## config.mk

```make
export PLATFORM = sky130hd
export DESIGN_NAME = vbcc_ctrl
export DESIGN_NICKNAME = d
export VERILOG_FILES = /design/src/hdl/vbcc_pkg.sv /design/src/hdl/vbcc_ctrl.sv
export SDC_FILE = /design/constraint.sdc
export NUM_CORES = 1
export LEC_CHECK = 0
export BUFFER_PORTS_ARGS = -buffer_cell sky130_fd_sc_hd__buf_2
export CORE_AREA = 10 10 47 49
export DETAILED_ROUTE_END_ITERATION = 10
export DIE_AREA = 0 0 57 59
export GPL_ROUTABILITY_DRIVEN = 0
export MAX_ROUTING_LAYER = met4
export PLACE_DENSITY_LB_ADDON = 0.25
export RECOVER_POWER = 50
export SKIP_CTS_REPAIR_TIMING = 1
export SLEW_MARGIN = 10
export SYNTH_ARGS = -nofsm -noshare
export SYNTH_HDL_FRONTEND = slang
export SYNTH_SLANG_ARGS = --single-unit
export TNS_END_PERCENT = 10
```

## constraint.sdc

```tcl
create_clock -name clk -period 1.61 [get_ports clk]
set_input_delay 0.483 -clock clk [delete_from_list [all_inputs] [get_ports clk]]
set_output_delay 0.483 -clock clk [all_outputs]
set_load 0.005 [all_outputs]
```

## src/hdl/vbcc_pkg.sv

```systemverilog
// ----------------------------------------------------------------------------
// vbcc_pkg: shared types and constants
// Field widths, result kind codes and the controller-to-datapath command set
// of the voxel bounding box / centroid / covariance block.
// ----------------------------------------------------------------------------
package vbcc_pkg;

	localparam int COORD_W = 10;
	localparam int VAL_W   = 27;
	localparam int KIND_W  = 3;
	localparam int IDX_W   = 3;
	// quotient bits of the shared divider
	localparam int QUOT_W  = 28;

	localparam logic [KIND_W-1:0] KIND_MIN = 3'd0;
	localparam logic [KIND_W-1:0] KIND_MAX = 3'd1;
	localparam logic [KIND_W-1:0] KIND_BAR = 3'd2;
	localparam logic [KIND_W-1:0] KIND_VAR = 3'd3;
	localparam logic [KIND_W-1:0] KIND_COV = 3'd4;

	localparam logic [IDX_W-1:0] LAST_AXIS  = 3'd2;
	localparam logic [IDX_W-1:0] LAST_ENTRY = 3'd5;

	// commands from the controller to the datapath
	typedef struct packed {
		logic              acc;
		logic              clr;
		logic              bar_start;
		logic              bar_store;
		logic              cov_mul;
		logic              cov_sum;
		logic              cov_start;
		logic              cov_store;
		logic [IDX_W-1:0]  idx;
	} cmd_t;

	// status from the datapath to the controller
	typedef struct packed {
		logic div_done;
	} stat_t;

endpackage

```

## src/hdl/vbcc_ctrl.sv

```systemverilog
// ----------------------------------------------------------------------------
// vbcc_ctrl: sequencing controller
// Accumulates voxels, then steps the barycenter divisions, the covariance
// entries and the five result requests.
// ----------------------------------------------------------------------------
module vbcc_ctrl (
	input  logic                clk,
	input  logic                arst_n,
	input  logic                in_valid,
	input  logic                in_set_end,
	input  logic                out_ready,
	input  vbcc_pkg::stat_t     stat,
	output vbcc_pkg::cmd_t      cmd,
	output logic                in_ready,
	output logic                out_valid
);
	typedef enum logic [2:0] {
		S_ACC, S_BDIV, S_BWAIT, S_CMUL, S_CSUM, S_CFIN, S_CWAIT, S_EMIT
	} state_t;

	state_t                         state_q;
	logic [vbcc_pkg::IDX_W-1:0]     idx_q;
	logic                           in_take;
	logic                           out_take;

	assign in_ready  = (state_q == S_ACC);
	assign out_valid = (state_q == S_EMIT);
	assign in_take   = in_valid && in_ready;
	assign out_take  = out_valid && out_ready;

	// decode commands
	always_comb begin
		cmd           = '0;
		cmd.idx       = idx_q;
		cmd.acc       = in_take;
		cmd.clr       = out_take && (idx_q == vbcc_pkg::KIND_COV);
		cmd.bar_start = (state_q == S_BDIV);
		cmd.bar_store = (state_q == S_BWAIT) && stat.div_done;
		cmd.cov_mul   = (state_q == S_CMUL);
		cmd.cov_sum   = (state_q == S_CSUM);
		cmd.cov_start = (state_q == S_CFIN);
		cmd.cov_store = (state_q == S_CWAIT) && stat.div_done;
	end

	// hold state and entry index
	always_ff @(posedge clk or negedge arst_n) begin
		if (!arst_n) begin
			state_q <= S_ACC;
			idx_q   <= '0;
		end else begin
			unique case (state_q)
				S_ACC: begin
					if (in_take && in_set_end) begin
						idx_q   <= '0;
						state_q <= S_BDIV;
					end
				end
				S_BDIV: state_q <= S_BWAIT;
				S_BWAIT: begin
					if (stat.div_done) begin
						if (idx_q == vbcc_pkg::LAST_AXIS) begin
							idx_q   <= '0;
							state_q <= S_CMUL;
						end else begin
							idx_q   <= idx_q + 1'b1;
							state_q <= S_BDIV;
						end
					end
				end
				S_CMUL: state_q <= S_CSUM;
				S_CSUM: state_q <= S_CFIN;
				S_CFIN: state_q <= S_CWAIT;
				S_CWAIT: begin
					if (stat.div_done) begin
						if (idx_q == vbcc_pkg::LAST_ENTRY) begin
							idx_q   <= '0;
							state_q <= S_EMIT;
						end else begin
							idx_q   <= idx_q + 1'b1;
							state_q <= S_CMUL;
						end
					end
				end
				S_EMIT: begin
					if (out_take) begin
						if (idx_q == vbcc_pkg::KIND_COV) begin
							idx_q   <= '0;
							state_q <= S_ACC;
						end else begin
							idx_q <= idx_q + 1'b1;
						end
					end
				end
				default: state_q <= S_ACC;
			endcase
		end
	end
endmodule

```

# Yosys cells after proc, flatten, opt, wreduce, memory -nomap -nowiden
# Index checks and enable logic that the tools add are counted.
# word_totals
ff_bits	6
word_cells	44
# classes
n_addsub	1
eq_ne	15
mux	16
reduce_logical	10
# op_table
op	n
3-bit two-way mux	13
3-bit one-hot mux with 8 select lines	1
3-bit == test, second input constant	6
3-bit one-hot mux with 4 select lines	1
5-bit AND reduction	2
3-bit by 2-bit == test with 1-bit output, second input constant	3
1-bit logical AND	6
2-bit by 1-bit inequality test with 1-bit output, second input constant	3
2-bit inequality test, second input constant	2
4-bit nonzero test	1
3-bit by 1-bit adder with 3-bit output, second input constant	1
3-bit by 1-bit == test with 1-bit output, second input constant	1
3-bit zero test	1
2-bit two-way mux	1

# Depth between registers and ports, before layout
# Gate-level depths: netlist of the first run.
# logic_depth
depth_word	5
depth_mapped	6
depth_no_buf	6

# Least setup slack after synthesis of the first run
# No wires, ideal clock.
# synth_timing
path_type	flip-flop to output port
startpoint	register state_q[0]
endpoint	output port cmd[10] (netlist bit)
t_arrival_ns	1.093
required_ns	1.127
path_slack_ns	0.034
path_stages_with_launch	5
path_cell_list	dfrtp_1 > or3_4 > inv_1 > and2_1 > buf_4
# synth_between
elab_chain_cells	2
# synth_rtl
element	line_no	source
start, declared	vbcc_ctrl.sv:21	state_t state_q;
start signal, assigned	vbcc_ctrl.sv:48	state_q <= S_ACC;
start signal, assigned	vbcc_ctrl.sv:55	state_q <= S_BDIV;
start signal, assigned	vbcc_ctrl.sv:58	S_BDIV: state_q <= S_BWAIT;
3-bit zero test	vbcc_ctrl.sv:26	assign in_ready = (state_q == S_ACC);
net in_ready	vbcc_ctrl.sv:14	output logic in_ready,
1-bit logical AND	vbcc_ctrl.sv:28	assign in_take = in_valid && in_ready;
end, declared	vbcc_ctrl.sv:13	output vbcc_pkg::cmd_t cmd,
# The timed path passes the listed nets, and every way through them passes these cells.

==> flow_metrics.py, run 1 <==
metrics = {
    "status": {
        "run_status": "finished with violations",
        "violations": "negative setup slack",
    },
    "power_and_ir_drop": {
        "powerDensity_nw_per_um2": 1780,
        "finalPower_w": 0.00133,
        "ir_drop_mv": 0.788,
        "power.leakage_nw": 0.376,
    },
    "synth": {
        "netlist_area_um2": 519,
        "syn_nets": 73,
        "ys_seq_elements": 6,
        "async_flop_share_pct": 100,
        "ys_seq_area_share_pct": 28.9,
        "synthCells": 63,
        "synth_edf_count": 0,
        "avgSynthCellArea_um2": 8.24,
        "ys.flop_type": "dfrtp_1",
        "ys_types": 26,
        "synth_warnings": 0,
    },
    "sta": {
        "rsz0062_at_grt": "true",
        "fmax_mhz": 569,
        "slew_headroom_pct": 80.0,
        "skew_ps": 0.957,
        "setup_violations": 5,
        "drv_slew": 0,
        "layout_setup_ws_ps": -149,
        "worstMarginPinSlew_ps": 300,
        "hold_viol_final": 0,
        "min_period_ps": 1760,
        "fin_crit_sh_pct": 109,
    },
    "routing": {
        "wl_met3_um": 51,
        "routed_wl_mm": 1.38,
        "wl_per_cell_um": 12.9,
        "dr.pass1.iters": 4,
        "first_iter_violations": 7,
        "vias": 553,
        "vias_per_cell": 5.17,
        "met1Wirelength_um": 615,
        "met2_length_um": 685,
        "top_layer": "met4",
        "drt.antenna.violating_nets": 0,
        "drc": 0,
    },
    "clock_tree": {
        "clk_path_buf_depth": 2,
        "clkTransAtPathRegs_ps": 40,
        "root_buffer": "clkbuf_4",
        "cts_tree": "built",
        "cts.sinks": 6,
        "cts_max_level": 1,
        "cts_buffers": 3,
        "clk_latency_ps": 230,
    },
    "cells_and_area": {
        "final_design_area_no_fill_um2": 748,
        "final_util_pct": 53.4,
        "layout-drive-gt1-share_pct": 49.5,
        "fin_nets": 103,
        "layout_common_cells": "16 x buf_2, 9 x buf_4, 6 x nor2_1, 6 x o21ai_0, 6 x dfrtp_1",
        "diodes": 0,
        "areaGrowthSynthToFinish_pct": 44.1,
        "layout_commonest_cell": "buf_2",
    },
    "run": {
        "cap_violations": 0,
    },
    "critical_path": {
        "reg2reg_from": "idx_q[0]",
        "crit_required_ps": 1130,
        "crit_type": "reg2out",
        "crit_arrival_ps": 1280,
        "start_kind": "register",
        "critPathCaptureType": "primary output",
        "r2r_setup_slack_ps": 10,
        "timing.rr.end": "idx_q[2]",
        "r2r_cells": 6,
        "crit_fanout": 4,
    },
    "global_route": {
        "grt_max_degree": 17,
        "antenna_found_initial": 0,
        "grt_pass1_vias": 475,
        "grt_pass1_wl_mm": 1.97,
        "overflow": 0,
        "grt_use_total_pct": 7.19,
    },
    "place": {
        "dp_slack_ps": 37.2,
        "dp_hpwl_mm": 1.06,
        "io_buffers": 18,
        "placed_area_um2": 658,
    },
    "floorplanning": {
        "start_util_pct": 37.1,
        "dieArea_um2": 3360,
        "placementRows": 14,
        "ioPinCount": 19,
        "die_x_um": 57,
        "core_um2": 1400,
        "die_h_um": 59,
    },
    "worst_hold_path": {
        "hp-class": "in2async",
    },
}
==> final cells by class <==
cell class | count | area, um^2
fillers | 151 | 653
multi-input cells | 47 | 345
repair buffers | 29 | 185
flip-flops and latches | 6 | 150
inverters | 6 | 25.0
clock buffers | 3 | 22.5
well taps | 16 | 20.0
==> power by group <==
part	leakage (nW)	total, W	internal [W]	switching [W]
clock network	0.0138	0.000129	0.0000837	0.0000450
registers	0.0742	0.000279	0.000220	0.0000581
logic	0.288	0.000927	0.000443	0.000484
==> metal layers <==
layer	global-route usage (%)	vias up
li1	-	285
met1	8.43	256
met2	11.3	10
met3	1.29	2
met4	4.03	0
met5	-	-
==> stage by stage <==
stage / TNS, ps / hold WS, ps / instances
floorplan: 0 / 187 / 63
finish: -507 / 104 / 107
global route: -1130 / 105 / 107
global placement: 0 / 308 / 100
CTS: -753 / 50.9 / 103
detailed placement: 0 / 309 / 100
==> sequential cells by signal (all words and copies together), names as in the netlist <==
register,cells
idx_q,3
state_q,3
==> cell families after synthesis <==
group / synth area share, %
adder cells (fa/ha/maj): 9.64
AND/OR/NAND/NOR: 25.3
multiplexers: 2.17
buffers and inverters: 8.91
flip-flops: 28.9
AO/OA/AOI/OAI: 25.1
==> worst max-delay path: stages, from the launching register on <==
cell and delay [ps]:
dfrtp_1 420, inv_2 80, ha_2 150, and2_4 140
and3_4 170, buf_6 90
==> synthesized netlist by cell type, drive strengths merged (2+ instances only) <==
cell	number	share of area [%]
and3	2	2.4
dfrtp	6	29
nor2	7	5.1
nand3b	2	2.9
buf	3	3.9
nand2	5	3.6
and2	3	3.6
inv	6	4.3
ha	4	9.6
o211ai	2	5.5
nand2b	2	2.4
o221ai	2	3.4
o21ai	6	5.8
a21oi	3	2.9
==> worst max-delay path by stage <==
stage                     cells past startpoint  startpoint  endpoint  slack (ps)
after floorplan                               4  state_q[0]   cmd[10]          30
after global routing                          5    idx_q[0]    cmd[9]        -200
after detailed placement                      5    idx_q[0]    cmd[9]          40
after global placement                        5    idx_q[0]    cmd[9]          50
final                                         5    idx_q[0]    cmd[9]        -150
after CTS                                     5    idx_q[0]    cmd[9]        -220
No activity file was read; power rests on OpenSTA's default activity.
==> run 2: changes to the inputs <==
--- a/config.mk
+++ b/config.mk
@@ -8,8 +8,8 @@
 export BUFFER_PORTS_ARGS = -buffer_cell sky130_fd_sc_hd__buf_2
-export CORE_AREA = 10 10 47 49
+export CORE_MARGIN = 10
+export CORE_UTILIZATION = 35
 export DETAILED_ROUTE_END_ITERATION = 10
-export DIE_AREA = 0 0 57 59
 export GPL_ROUTABILITY_DRIVEN = 0
 export MAX_ROUTING_LAYER = met4
-export PLACE_DENSITY_LB_ADDON = 0.25
+export PLACE_DENSITY = 0.62
 export RECOVER_POWER = 50
==> constraint.sdc (replaced) <==
create_clock -name clk -period 1.61 [get_ports clk]
set_input_delay 0.2415 -clock clk [delete_from_list [all_inputs] [get_ports clk]]
set_output_delay 0.2415 -clock clk [all_outputs]
set_load 0.005 [all_outputs]
==> run 2 against run 1 <==
Compared with the run above: the flow now finishes without violations; fmax up 11%; sequential share of layout area up 0.65 points; via count down 1.8%; total power up 0.10%; register-to-register slack better by 90 ps; clock skew up 6.6 ps; routed wire length up 1.5%; largest cell class unchanged.
==> flow_metrics.py, run 2 (synthesis gave the netlist of run 1 again) <==
metrics = {
    "status": {
        "run_status": "finished, final reports clean",
    },
    "sta": {
        "fmax_mhz": 629,
        "fin_crit_sh_pct": 98.7,
        "slew_headroom_pct": 78.1,
        "setup_violations": 0,
        "min_period_ps": 1590,
        "finalSetupTns_ps": 0,
        "worstMarginPinSlew_ps": 329,
        "layout_setup_ws_ps": 20.8,
        "rsz0062_at_grt": "true",
        "skew_ps": 7.58,
        "drv_slew": 0,
        "hold_viol_final": 0,
        "timing.hold.ws_ps": 404,
    },
    "critical_path": {
        "crit_buf_inv": 2,
        "critPathCaptureType": "primary output",
        "crit_arrival_ps": 1350,
        "slowest_stage": "dfrtp_2",
        "r2r_cells": 5,
        "crit_type": "reg2out",
        "start_kind": "register",
        "crit_required_ps": 1370,
        "crit_fanout": 5,
        "cp_num_cells": 4,
        "slowest_delay_ps": 430,
        "path_cells": "or3_4, inv_2, and2_4, buf_6",
        "critical-path-top-delay-family": "simple AND/OR/NAND/NOR gates",
    },
    "clock_tree": {
        "root_buffer": "clkbuf_4",
        "cts_tree": "built",
        "clk_path_buf_depth": 2,
        "clkTransAtPathRegs_ps": 50,
        "cts_buffers": 3,
        "cts.sinks": 6,
        "cts_max_level": 1,
        "clk_latency_ps": 240,
    },
    "cells_and_area": {
        "fill_cells": 136,
        "fin_nets": 102,
        "diodes": 0,
        "layout_common_cells": "12 x buf_2, 9 x buf_4, 7 x nor2_1",
        "layout_commonest_cell": "buf_2",
        "areaGrowthSynthToFinish_pct": 41.9,
        "layout-drive-gt1-share_pct": 43.3,
        "largest_registers": "idx_q x3, state_q x3",
        "final_util_pct": 54.6,
    },
    "routing": {
        "dr.pass1.iters": 4,
        "drc": 0,
        "routed_wl_mm": 1.40,
        "vias_per_cell": 5.17,
        "vias": 543,
        "first_iter_violations": 17,
        "wl_per_cell_um": 13.3,
        "drt.antenna.violating_nets": 0,
    },
    "power_and_ir_drop": {
        "powerDensity_nw_per_um2": 1810,
        "ir_drop_mv": 0.859,
        "finalPower_w": 0.00134,
        "power.leakage_nw": 0.359,
    },
    "place": {
        "dp_hpwl_mm": 1.09,
        "io_buffers": 18,
        "dp_slack_ps": 75.1,
    },
    "run": {
        "cap_violations": 0,
    },
    "global_route": {
        "grt_pass1_wl_mm": 2.18,
        "grt_max_degree": 11,
        "grt_use_total_pct": 8.11,
        "overflow": 0,
        "grt_pass1_vias": 515,
        "antenna_found_initial": 0,
    },
    "floorplanning": {
        "ioPinCount": 19,
        "die_x_um": 58.5,
        "start_util_pct": 38.5,
        "die_h_um": 58.5,
        "core_um2": 1350,
        "placementRows": 13,
        "dieArea_um2": 3420,
    },
    "worst_hold_path": {
        "hp-class": "in2async",
    },
}
## run 2: worst reg2reg max path, stage by stage, from the launching register on
cell and delay (ps):
dfrtp_2 430, or3_4 400, buf_4 150, o211ai_4 210, o2111ai_1 140, o221ai_1 90
## run 2: metrics by stage
step / instance area (um^2) / cells
after floorplan: 519 / 63
after global placement: 627 / 95
after detailed placement: 627 / 95
after CTS: 649 / 98
after global routing: 737 / 105
final: 737 / 105
## run 2: final cells by class
| cell class | count | area, um^2 | share of cell area [%] |
|---|---|---|---|
| sequential | 6 | 153 | 20.7 |
| tap | 15 | 18.8 | 2.55 |
| inverter | 6 | 22.5 | 3.06 |
| timing repair buffer | 28 | 175 | 23.8 |
| multi-input combinational | 47 | 345 | 46.9 |
| clock buffer | 3 | 22.5 | 3.06 |
## run 2: layer usage
| metal | routed length (um) | part of all wire, % | track usage [%] | vias to the layer above |
|---|---|---|---|---|
| met5 | 0 | 0 | - | - |
| met4 | 9 | 0.64 | 4.03 | 0 |
| met1 | 624 | 45 | 9.25 | 244 |
| met3 | 138 | 9.9 | 4.08 | 2 |
| met2 | 629 | 45 | 11.4 | 21 |
| li1 | - | - | - | 276 |
## run 2: power breakdown
| group | total (W) | switching [W] | internal, W |
|---|---|---|---|
| sequential | 0.000323 | 0.0000978 | 0.000225 |
| combinational | 0.000876 | 0.000427 | 0.000449 |
| clock | 0.000136 | 0.0000520 | 0.0000842 |
| total | 0.00134 | 0.000577 | 0.000758 |
## run 2: worst paths after layout
check	startpoint	end	slack (ps)
min reg2reg	idx_q[1]	idx_q[1]	670
max reg2reg	state_q[0]	idx_q[2]	100
max in group asynchronous	arst_n	state_q[2]	930
min	arst_n	state_q[1]	400
min in group clk	stat	state_q[1]	460
max	state_q[0]	cmd[10]	20
==> run 3: changes to the inputs <==
ABC_AREA = 1   (was unset)
GPL_TIMING_DRIVEN = 0   (was unset)
PLACE_DENSITY = 0.59   (was 0.62)
==> run 3 against run 2 <==
Compared with the run above: clock skew is 2.1 ps lower; final area is 24% higher; register-to-register slack better by 90 ps; non-clock buffer count is 1 lower; sequential share of layout area is 4.0 points lower; flip-flop and latch count stayed put; fmax is 0.51% lower; critical path depth is 1 higher; die area is 22% higher; worst hold slack worse by 16 ps.
==> flow_metrics.py, run 3 <==
metrics = {
    "synth": {
        "synth_top_cells_by_area": "dfrtp_1 21%, nand2_1 13%, nand3_1 11%, ha_1 7.2%, nor2_8 5.7%",
        "ys_types": 25,
        "async_flop_share_pct": 100,
        "avgSynthCellArea_um2": 7.21,
        "synth_edf_count": 0,
        "ys.flop_type": "dfrtp_1",
        "netlist_area_um2": 699,
        "syn_nets": 107,
        "ys_top_cells_by_count": "24 x nand2_1, 16 x nand3_1, 9 x inv_1",
        "ys_seq_elements": 6,
        "synth_area_leader_cell": "dfrtp_1",
        "synth_most_common_cell": "nand2_1",
        "ys_seq_area_share_pct": 21.5,
        "synth_warnings": 0,
        "synth_top_area_share_pct": 21.5,
        "synthCells": 97,
    },
    "power_and_ir_drop": {
        "finalPower_w": 0.00138,
        "ir_drop_mv": 0.621,
        "power.leakage_nw": 0.510,
        "powerDensity_nw_per_um2": 1510,
    },
    "place": {
        "io_buffers": 18,
        "dp_hpwl_mm": 1.35,
    },
    "critical_path": {
        "startpoint": "idx_q[0]",
        "slowest_stage": "dfrtp_2",
        "crit_buf_inv": 2,
        "start_kind": "register",
        "crit_fanout": 5,
        "path_cells": "inv_4, ha_4, nand2_4, nor4_2, buf_2",
        "crit_arrival_ps": 1360,
        "crit_type": "reg2out",
        "slowest_delay_ps": 450,
        "crit_required_ps": 1370,
        "critPathCaptureType": "primary output",
        "critical-path-top-delay-family": "flip-flops",
        "reg2reg_from": "idx_q[0]",
    },
    "global_route": {
        "grt_use_total_pct": 8.45,
        "grt_max_degree": 10,
        "grt_pass1_wl_mm": 2.88,
        "antenna_found_initial": 0,
        "overflow": 0,
        "grt_pass1_vias": 692,
    },
    "routing": {
        "drc": 0,
        "vias": 729,
        "vias_per_cell": 4.86,
        "drt.antenna.violating_nets": 0,
        "first_iter_violations": 27,
        "routed_wl_mm": 1.75,
        "wl_per_cell_um": 11.7,
        "dr.pass1.iters": 4,
    },
    "sta": {
        "slew_headroom_pct": 79.6,
        "fmax_mhz": 626,
        "setup_violations": 0,
        "rsz0062_at_grt": "true",
        "drv_slew": 0,
        "timing.hold.ws_ps": 388,
        "worstMarginPinSlew_ps": 305,
        "skew_ps": 5.45,
        "min_period_ps": 1600,
        "hold_viol_final": 0,
        "fin_crit_sh_pct": 99.2,
    },
    "floorplanning": {
        "core_um2": 1920,
        "die_x_um": 64.7,
        "start_util_pct": 36.4,
        "ioPinCount": 19,
        "placementRows": 16,
        "dieArea_um2": 4190,
        "die_h_um": 64.7,
    },
    "cells_and_area": {
        "largest_registers": "idx_q x3, state_q x3",
        "diodes": 0,
        "layout_common_cells": "23 x nand2_1, 17 x buf_2, 16 x nand3_1",
        "layout_commonest_cell": "nand2_1",
        "areaGrowthSynthToFinish_pct": 30.9,
        "layout-drive-gt1-share_pct": 42.3,
        "fin_nets": 135,
    },
    "status": {
        "run_status": "finished, final reports clean",
    },
    "clock_tree": {
        "cts_max_level": 1,
        "cts_buffers": 3,
        "clk_path_buf_depth": 2,
        "clk_latency_ps": 250,
        "cts.sinks": 6,
        "cts_tree": "built",
        "clkTransAtPathRegs_ps": 50,
        "root_buffer": "clkbuf_4",
    },
    "run": {
        "cap_violations": 0,
    },
    "worst_hold_path": {
        "hp-class": "in2async",
    },
}
-- run 3: cell count changes after synthesis, moves of 3 or more --
cell     delta
nand2_1    +19
nand3_1    +15
nand2_2     +4
and2_1      -3
buf_6       +3
inv_1       +3
nor2_1      -3
nor2_2      +3
-- run 3: cells by family after synthesis --
logic type	Yosys count	share of synthesized area, %
buffers and inverters	17	13.6
flip-flops	6	21.5
adder cells (fa/ha/maj)	4	7.16
AND/OR/NAND/NOR	62	51.7
AO/OA/AOI/OAI	8	6.08
-- run 3: report_power, final --
| group | switching, W | internal (W) |
|---|---|---|
| sequential | 0.0000376 | 0.000204 |
| combinational | 0.000603 | 0.000388 |
| clock | 0.0000624 | 0.0000849 |
-- run 3: cell type report --
type,instances,area (um^2)
fillers,201,1010
repair buffers,23,129
multi-input cells,74,480
plain buffers,4,41.3
inverters,13,56.3
clock buffers,3,22.5
flip-flops and latches,6,153
well taps,27,33.8
-- run 3: final timing paths --
| kind | to | slack, ps | depth (start not counted) |
|---|---|---|---|
| max | cmd[9] | 10 | 5 |
| min | state_q[1] | 390 | 2 |
| max in group asynchronous | idx_q[0] | 970 | 2 |
| min in group clk | state_q[0] | 390 | 4 |
| min reg2reg | idx_q[1] | 580 | 2 |
| max reg2reg | state_q[0] | 190 | 9 |
-- run 3: metal layers --
| layer | wire [um] | track usage (%) | vias to the layer above |
|---|---|---|---|
| met5 | 0 | - | - |
| met1 | 724 | 8.98 | 343 |
| met2 | 898 | 14.2 | 19 |
| li1 | - | - | 364 |
| met3 | 110 | 2.41 | 3 |
| met4 | 19 | 4.01 | 0 |
-- run 3: through the flow --
step                      std cells  setup TNS (ps)  instance area (um^2)  setup slack [ps]  utilization (%)
after floorplan                  97               0                   699               343                -
after global placement          142               0                   823               186             42.8
after detailed placement        142               0                   823               164             42.8
after CTS                       145            -117                   846              -117             44.0
after global routing            150           -56.6                   916             -36.3             47.7
final                           150               0                   916              12.6             47.7
